$ cat config.mk
export PLATFORM = sky130hd
export DESIGN_NAME = tct_ctrl
export DESIGN_NICKNAME = d
export VERILOG_FILES = /design/src/rtl/core/text_cell_terminal_defines.svh /design/src/rtl/core/tct_pkg.sv /design/src/rtl/core/tct_ctrl.sv
export SDC_FILE = /design/constraint.sdc
export NUM_CORES = 1
export LEC_CHECK = 0
export BUFFER_PORTS_ARGS = -buffer_cell sky130_fd_sc_hd__buf_2
export CAP_MARGIN = 0
export CORE_AREA = 2 2 39 41
export CTS_BUF_LIST = sky130_fd_sc_hd__clkbuf_16
export DETAILED_ROUTE_END_ITERATION = 16
export DIE_AREA = 0 0 41 43
export SLEW_MARGIN = 20
export SYNTH_ARGS = -nofsm -noshare
export SYNTH_HDL_FRONTEND = slang
export SYNTH_SLANG_ARGS = --single-unit
$ cat constraint.sdc
create_clock -name aclk -period 1.65 [get_ports aclk]
set_input_delay 0.2475 -clock aclk [delete_from_list [all_inputs] [get_ports aclk]]
set_output_delay 0.2475 -clock aclk [all_outputs]
set_load 0.01 [all_outputs]
$ cat src/rtl/core/text_cell_terminal_defines.svh
// Assertion macros used by the terminal's top-level RTL.
// They expect aclk and aresetn in scope at the point of use.
`ifndef TEXT_CELL_TERMINAL_DEFINES_SVH
`define TEXT_CELL_TERMINAL_DEFINES_SVH

// Checks a consequent in the same cycle as its antecedent.
`define TCT_ASSERT_NOW(label, ante, cons, msg) \
    label: assert property (@(posedge aclk) disable iff (!aresetn) (ante) |-> (cons)) \
        else $error(msg);

// Checks a consequent in the cycle after its antecedent.
`define TCT_ASSERT_NEXT(label, ante, cons, msg) \
    label: assert property (@(posedge aclk) disable iff (!aresetn) (ante) |=> (cons)) \
        else $error(msg);

`endif

$ cat src/rtl/core/tct_pkg.sv
// Shared types and constants of the text cell terminal.
// Used by tct_ctrl, tct_datapath and text_cell_terminal; no dependencies.
package tct_pkg;

    // Command codes carried in s_tuser.
    localparam logic [1:0] FUNC_PUT   = 2'd0;
    localparam logic [1:0] FUNC_GOTO  = 2'd1;
    localparam logic [1:0] FUNC_CLEAR = 2'd2;
    localparam logic [1:0] FUNC_READ  = 2'd3;

    // Character codes with a special meaning.
    localparam logic [7:0] CHAR_LF    = 8'h0a;
    localparam logic [7:0] CHAR_CR    = 8'h0d;
    localparam logic [7:0] CHAR_SPACE = 8'h20;

    localparam logic [7:0] TEXT_COLOR_RESET = 8'h07;

    // Stream widths.
    localparam int unsigned FUNC_W    = 2;
    localparam int unsigned S_TDATA_W = 24;
    localparam int unsigned M_TDATA_W = 24;
    localparam int unsigned CELL_W    = 9;

    // Datapath operation codes issued by the controller.
    localparam logic [2:0] OP_NONE  = 3'd0;
    localparam logic [2:0] OP_EXEC  = 3'd1;
    localparam logic [2:0] OP_COPY  = 3'd2;
    localparam logic [2:0] OP_BLANK = 3'd3;
    localparam logic [2:0] OP_CLEAR = 3'd4;
    localparam logic [2:0] OP_ZERO  = 3'd5;

    // Controller to datapath commands.
    typedef struct packed {
        logic       cap_in;
        logic [2:0] op;
        logic       cnt_clr;
        logic       cnt_inc;
        logic       load_out;
    } tct_ctrl_t;

    // Datapath to controller status.
    typedef struct packed {
        logic go_scroll;
        logic go_clear;
        logic copy_last;
        logic fill_last;
    } tct_stat_t;

endpackage

$ cat src/rtl/core/tct_ctrl.sv
// Controller state machine of the text cell terminal.
// Depends on tct_pkg; drives tct_datapath through tct_ctrl_t commands.
module tct_ctrl (
    input  logic               aclk,
    input  logic               aresetn,
    input  logic               s_tvalid,
    output logic               s_tready,
    output logic               m_tvalid,
    input  logic               m_tready,
    output tct_pkg::tct_ctrl_t ctrl,
    input  tct_pkg::tct_stat_t stat
);
    import tct_pkg::*;

    localparam logic [2:0] ST_INIT  = 3'd0;
    localparam logic [2:0] ST_IDLE  = 3'd1;
    localparam logic [2:0] ST_EXEC  = 3'd2;
    localparam logic [2:0] ST_COPY  = 3'd3;
    localparam logic [2:0] ST_BLANK = 3'd4;
    localparam logic [2:0] ST_FILL  = 3'd5;
    localparam logic [2:0] ST_DONE  = 3'd6;

    logic [2:0] state_reg;
    logic [2:0] state_next;
    logic       out_valid_reg;
    logic       out_valid_next;

    // Next state and command decode.
    always_comb begin
        state_next     = state_reg;
        out_valid_next = out_valid_reg;
        ctrl           = '0;
        ctrl.op        = OP_NONE;

        // The result register empties when its transfer completes.
        if (out_valid_reg && m_tready) begin
            out_valid_next = 1'b0;
        end

        case (state_reg)
            ST_INIT: begin
                ctrl.op      = OP_ZERO;
                ctrl.cnt_inc = 1'b1;
                if (stat.fill_last) begin
                    state_next = ST_IDLE;
                end
            end
            ST_IDLE: begin
                if (s_tvalid) begin
                    ctrl.cap_in = 1'b1;
                    state_next  = ST_EXEC;
                end
            end
            ST_EXEC: begin
                ctrl.op      = OP_EXEC;
                ctrl.cnt_clr = 1'b1;
                if (stat.go_clear) begin
                    state_next = ST_FILL;
                end else if (stat.go_scroll) begin
                    state_next = ST_COPY;
                end else begin
                    state_next = ST_DONE;
                end
            end
            ST_COPY: begin
                ctrl.op = OP_COPY;
                // The last copy cycle leaves the counter on the first bottom-row cell.
                if (stat.copy_last) begin
                    state_next = ST_BLANK;
                end else begin
                    ctrl.cnt_inc = 1'b1;
                end
            end
            ST_BLANK: begin
                ctrl.op      = OP_BLANK;
                ctrl.cnt_inc = 1'b1;
                if (stat.fill_last) begin
                    state_next = ST_DONE;
                end
            end
            ST_FILL: begin
                ctrl.op      = OP_CLEAR;
                ctrl.cnt_inc = 1'b1;
                if (stat.fill_last) begin
                    state_next = ST_DONE;
                end
            end
            ST_DONE: begin
                if (!out_valid_reg || m_tready) begin
                    ctrl.load_out  = 1'b1;
                    out_valid_next = 1'b1;
                    state_next     = ST_IDLE;
                end
            end
            default: begin
                state_next = ST_IDLE;
            end
        endcase
    end

    // State and result-valid registers.
    always_ff @(posedge aclk) begin
        if (!aresetn) begin
            state_reg     <= ST_INIT;
            out_valid_reg <= 1'b0;
        end else begin
            state_reg     <= state_next;
            out_valid_reg <= out_valid_next;
        end
    end

    assign s_tready = (state_reg == ST_IDLE);
    assign m_tvalid = out_valid_reg;

endmodule

==> results of run 1 <==
[cells by family (layout without fill, tap and decap cells)]
group                    Yosys count  in the layout
adder cells (fa/ha/maj)            2              2
AO/OA/AOI/OAI                     16             16
multiplexers                       2              2
buffers and inverters              5             26
flip-flops                         4              4
AND/OR/NAND/NOR                   20             20
[final cells by class]
class | instances | share of cell area, %
Tap cell | 16 | 3.29
Timing Repair Buffer | 21 | 19.3
Clock buffer | 3 | 12.3
Inverter | 2 | 1.64
Sequential cell | 4 | 13.8
Multi-Input combinational cell | 40 | 49.7
[worst min-delay path, stage by stage]
cell and delay (ns):
buf_2 0.12, o21ai_1 0.07, a31oi_1 0.04
[cells in the final DEF (no fill, tap or decap), types with 2 or more instances in the layout]
cell       count
nor2b_1        2
o21ai_0        2
mux2i_1        2
o21ai_1        2
buf_4          5
dfxtp_2        3
a21oi_1        4
clkbuf_16      3
nor4_1         2
nor2_1         6
buf_2         16
[final timing paths]
check	start	to	slack (ns)	cells after the start
setup / recovery	state_reg[1]	ctrl[3]	0.05	5
setup reg to reg	state_reg[1]	state_reg[0]	0.26	5
hold reg to reg	m_tvalid	m_tvalid	0.55	2
hold / removal	aresetn	state_reg[2]	0.30	3
[synth_stat cells, types with 2 or more instances]
master / count / share of area (%)
nor2_1: 6 / 5.8
a21oi_1: 4 / 5.1
dfxtp_1: 4 / 20
nor2b_1: 3 / 4.8
mux2i_1: 2 / 5.1
nor4_1: 2 / 3.2
o21ai_0: 2 / 2.6
o21ai_1: 2 / 2.6
[metrics by stage]
step	setup slack (ns)	setup TNS, ns	util (%)	std cells
floorplan	0.00378	0	-	49
global placement	0.148	0	36.1	82
detailed placement	0.131	0	36.1	82
CTS	-0.00977	-0.00977	42.9	85
global route	0.00133	0	44.0	86
finish	0.0488	0	44.0	86
[layer usage]
metal	up-vias	GRT usage (%)	routed length [µm]
met3	2	4.71	47
met1	206	12.9	449
met2	10	19.4	483
met4	0	12.0	16
met5	-	0	0
li1	218	-	-
[power by group through the flow]
stage,sequential (mW),clock (mW),combinational [mW]
after global routing,0.208,0.391,0.970
after global placement,0.182,0,0.785
after detailed placement,0.180,0,0.793
after CTS,0.193,0.385,0.832
final,0.203,0.383,0.870
after floorplan,0.171,0,0.591
[what timing repair did]
| item | 4_1_cts | 5_1_grt |
|---|---|---|
| endpoints found under the setup margin | 4 | 2 |
| pin swaps | 0 | 2 |
| resized for setup | 4 | 4 |
| setup buffers | 0 | 1 |
==> flow_summary.yaml, run 1 <==
clock_tree:
  cts_hold_buffers: 0
  clk_latency_ns: 0.23
  path_clk_slew_ns: 0.03
  cts_buffers: 3
  htree_levels: 1
  cts_tree: "yes"
  cts_buffer_depth: 2
  cts_root_buffer: "clkbuf_16"
  cts_sinks: 4
floorplanning:
  rows: 14
  die_h_um: 43
  dieArea_mm2: 0.00176
  num_io_pins: 17
  start_util_pct: 28.3
  die_x_um: 41
  core_mm2: 0.00138
placed_design:
  portBuffers: 16
  dpl.hpwl_um: 694
  place_congestion: 0.708
  dpl_cell_area_um2: 499
logic_synthesis:
  ys_async_sr_fraction_pct: 0
  synth_xor_area_share_pct: 0
  dominantRegCellSynth: "dfxtp_1"
  synth-seq-cells: 4
  synth.distinct_cells: 32
  synth_edf_count: 0
  synth.cell_area_um2: 392
  yosys_warnings: 0
  synth_mux_area_share_pct: 5.11
  seq_area_frac_synth_pct: 20.4
  synth_compound_area_share_pct: 31.0
  synth_top_family_by_area: "compound AO/OA/AOI/OAI gates"
  synth-simple-area-share_pct: 30.0
  synthAdderAreaFrac_pct: 5.75
  avgSynthCellArea_um2: 7.99
  netlist_instances: 49
  syn_nets: 58
worst_setup_path:
  slowest_stage: "dfxtp_2"
  critPathRequiredTime_ns: 1.40
  path_buf_inv: 2
  crit_type: "reg2out"
  cp_max_fo: 6
  worst_setup_path_start_kind: "flop"
  crit_path_cell_trace: "inv_4, ha_4, maj3_2, nor2_1, buf_2"
  cp_top_family: "adder cells"
  cpPeakStageDelay_ns: 0.34
  cp-end-kind: "primary output"
  worstPathArrival_ns: 1.35
global_routing:
  grtUsageTotal_pct: 13.0
  grt_pass1_vias: 389
  grt_pass1_wl_mm: 1.46
  grt_max_degree: 12
  antenna_found_initial: 0
  grt_overflow: 0
final_layout:
  final_layout_size_suffix_gt1_share_pct: 48.6
  multi_input_comb_area_um2: 303
  fin_nets: 81
  fillers: 145
  largest_register_ffs: 3
  finalInstanceArea_um2: 609
  seq_area_um2: 83.8
  area_delta_synth_final_pct: 55.6
  antenna_cells: 0
sta:
  tightest_slew_ns: 0.461
  setup_viol_count_final: 0
  drv_slew: 0
  finalHoldViolations: 0
  skew_ns: 0.000181
  slew_headroom_pct: 69.0
  grt_setup_unrepaired: "no"
  min_period_over_period_pct: 97.0
  timing.final.crit_period_ns: 1.60
  max_freq_ghz: 0.625
  fin_hold_ws_ns: 0.296
drt:
  route.final.wire_length_um: 996
  drc: 0
  drt-wirelength-per-cell_um: 11.6
  drtPass1Iterations: 4
  viasPerCell: 5.07
  drtIter0Drc: 7
  via_count: 436
  antenna_left: 0
power:
  p_per_area_mw_per_mm2: 2390
  power_frac_comb_pct: 59.8
  p_leak_nw: 0.276
  p_sw_uw: 558
  pwr-share-clk_pct: 26.3
  power.share.sequential_pct: 13.9
  power_mw: 1.46
  swShare_pct: 38.3
  internal_power_uw: 898
  ir_drop_mv: 0.739
min_path:
  hold_class: "in2reg"
status:
  status: "finished, final reports clean"
flow_run:
  maxCapViolations: 0
Note: power is estimated with default switching activity, not from simulation.
==> run 2: changes to the inputs <==
Settings changed: RECOVER_POWER set to 50.
==> run 2 against run 1 <==
Compared with the run above:
- via count down 1.6%
- critical endpoint unchanged
- flip-flop and latch count stayed put
- non-clock buffer count stayed put
- largest power group unchanged
- cell count unchanged
- hold slack lost 0.00083 ns
- highest routed layer unchanged
- largest cell class unchanged
==> flow_summary.yaml, run 2 (same netlist as run 1, synthesis figures left out) <==
final_layout:
  finalInstanceArea_um2: 601
  area_delta_synth_final_pct: 53.4
  antenna_cells: 0
  mostFrequentLayoutCells: "buf_2 (13), nor2_1 (6), buf_4 (5)"
  final_common_cell: "buf_2"
  final_layout_size_suffix_gt1_share_pct: 44.3
  largest_register_ffs: 3
  fin_nets: 81
  instances_no_fill: 86
floorplanning:
  num_io_pins: 17
  start_util_pct: 28.3
  dieArea_mm2: 0.00176
  rows: 14
  die_x_um: 41
  core_mm2: 0.00138
  die_h_um: 43
worst_setup_path:
  cp_num_cells: 5
  worstPathArrival_ns: 1.35
  r2r_slack_ns: 0.24
  path_buf_inv: 2
  worst_setup_path_start_kind: "flop"
  cp-end-kind: "primary output"
  cp_max_fo: 6
  critPathRequiredTime_ns: 1.40
  reg2regPathDepth: 5
  slowest_stage: "dfxtp_2"
  crit_path_cell_trace: "inv_4, ha_4, maj3_2, nor2_1, buf_2"
  crit_type: "reg2out"
  cpPeakStageDelay_ns: 0.34
  cp_top_family: "adder cells"
clock_tree:
  cts_sinks: 4
  path_clk_slew_ns: 0.03
  clk_latency_ns: 0.23
  cts_buffer_depth: 2
  cts_root_buffer: "clkbuf_16"
  cts_tree: "yes"
  cts_buffers: 3
  htree_levels: 1
power:
  power_mw: 1.43
  ir_drop_mv: 0.733
  p_per_area_mw_per_mm2: 2380
  p_leak_nw: 0.261
placed_design:
  dpl_cell_area_um2: 499
  placedCellCount: 82
  portBuffers: 16
  place_congestion: 0.708
  dpl.hpwl_um: 694
sta:
  finalHoldViolations: 0
  tightest_slew_ns: 0.461
  timing.final.crit_period_ns: 1.60
  grt_setup_unrepaired: "no"
  drv_slew: 0
  min_period_over_period_pct: 96.8
  fin_hold_ws_ns: 0.296
  max_freq_ghz: 0.626
  setup_viol_count_final: 0
  slew_headroom_pct: 69.0
  skew_ns: 0.000777
drt:
  drtPass1Iterations: 2
  route.final.wire_length_um: 966
  drc: 0
  drtIter0Drc: 8
  via_count: 429
  drt-wirelength-per-cell_um: 11.2
  antenna_left: 0
  viasPerCell: 4.99
global_routing:
  grt_pass1_vias: 389
  grt_pass1_wl_mm: 1.46
  grt_overflow: 0
  antenna_found_initial: 0
  grt_max_degree: 12
  grtUsageTotal_pct: 13.0
min_path:
  hold_class: "in2reg"
  whs_path_depth: 3
status:
  status: "finished, final reports clean"
flow_run:
  maxCapViolations: 0
[run 2: changes by cell type in the layout (fill, tap and decap cells not counted)]
cell / previous run / this run
o21ai_0: 2 / 3
nor2b_4: 1 / 0
buf_2: 16 / 13
nor2b_2: 0 / 1
o21ai_1: 2 / 1
clkbuf_1: 0 / 3
[run 2: final cells by class]
class | count | area, µm²
Multi-Input combinational cell | 40 | 298
Clock buffer | 3 | 75.1
Timing Repair Buffer | 21 | 114
Inverter | 2 | 10.0
Sequential cell | 4 | 83.8
Tap cell | 16 | 20.0
Fill cell | 146 | 783
[run 2: through the flow]
stage,setup WS (ns),TNS (ns),util [%]
after floorplan,0.00378,0,-
after global placement,0.148,0,36.1
after detailed placement,0.131,0,36.1
after CTS,-0.00977,-0.00977,42.9
after global routing,0.00133,0,43.4
final,0.0531,0,43.4
[run 2: path summary, 6_finish.rpt]
path,startpoint,endpoint
min,aresetn,state_reg[2]
min reg2reg,m_tvalid,m_tvalid
max reg2reg,state_reg[1],state_reg[2]
max,state_reg[1],ctrl[3]
[run 2: what timing repair did]
action,CTS,global route
setup buffers,0,1
endpoints found under the setup margin,4,2
hold buffers,0,0
pin swaps,0,2
gates resized for setup,4,4
[run 2: worst reg2reg max path, delay by kind of cell (launching register included)]
family                 cells  cell delay [ns]
DFF                        1             0.32
AOI/OAI and AO/OA          3             0.31
and+or+nand+nor            1             0.46
buffers and inverters      1             0.18
[run 2: power by group]
group | switching, mW | total (mW) | internal [mW] | leakage (nW)
registers | 0.0528 | 0.199 | 0.146 | 0.0339
clock network | 0.0713 | 0.381 | 0.310 | 0.0370
logic | 0.421 | 0.849 | 0.428 | 0.190
[run 2: metal layers]
layer | global-route usage [%] | share of wire [%] | vias to the layer above
met5 | 0 | 0 | -
met4 | 12.0 | 3.9 | 0
li1 | - | - | 218
met1 | 12.9 | 45 | 196
met2 | 19.4 | 47 | 10
met3 | 4.71 | 4.7 | 5
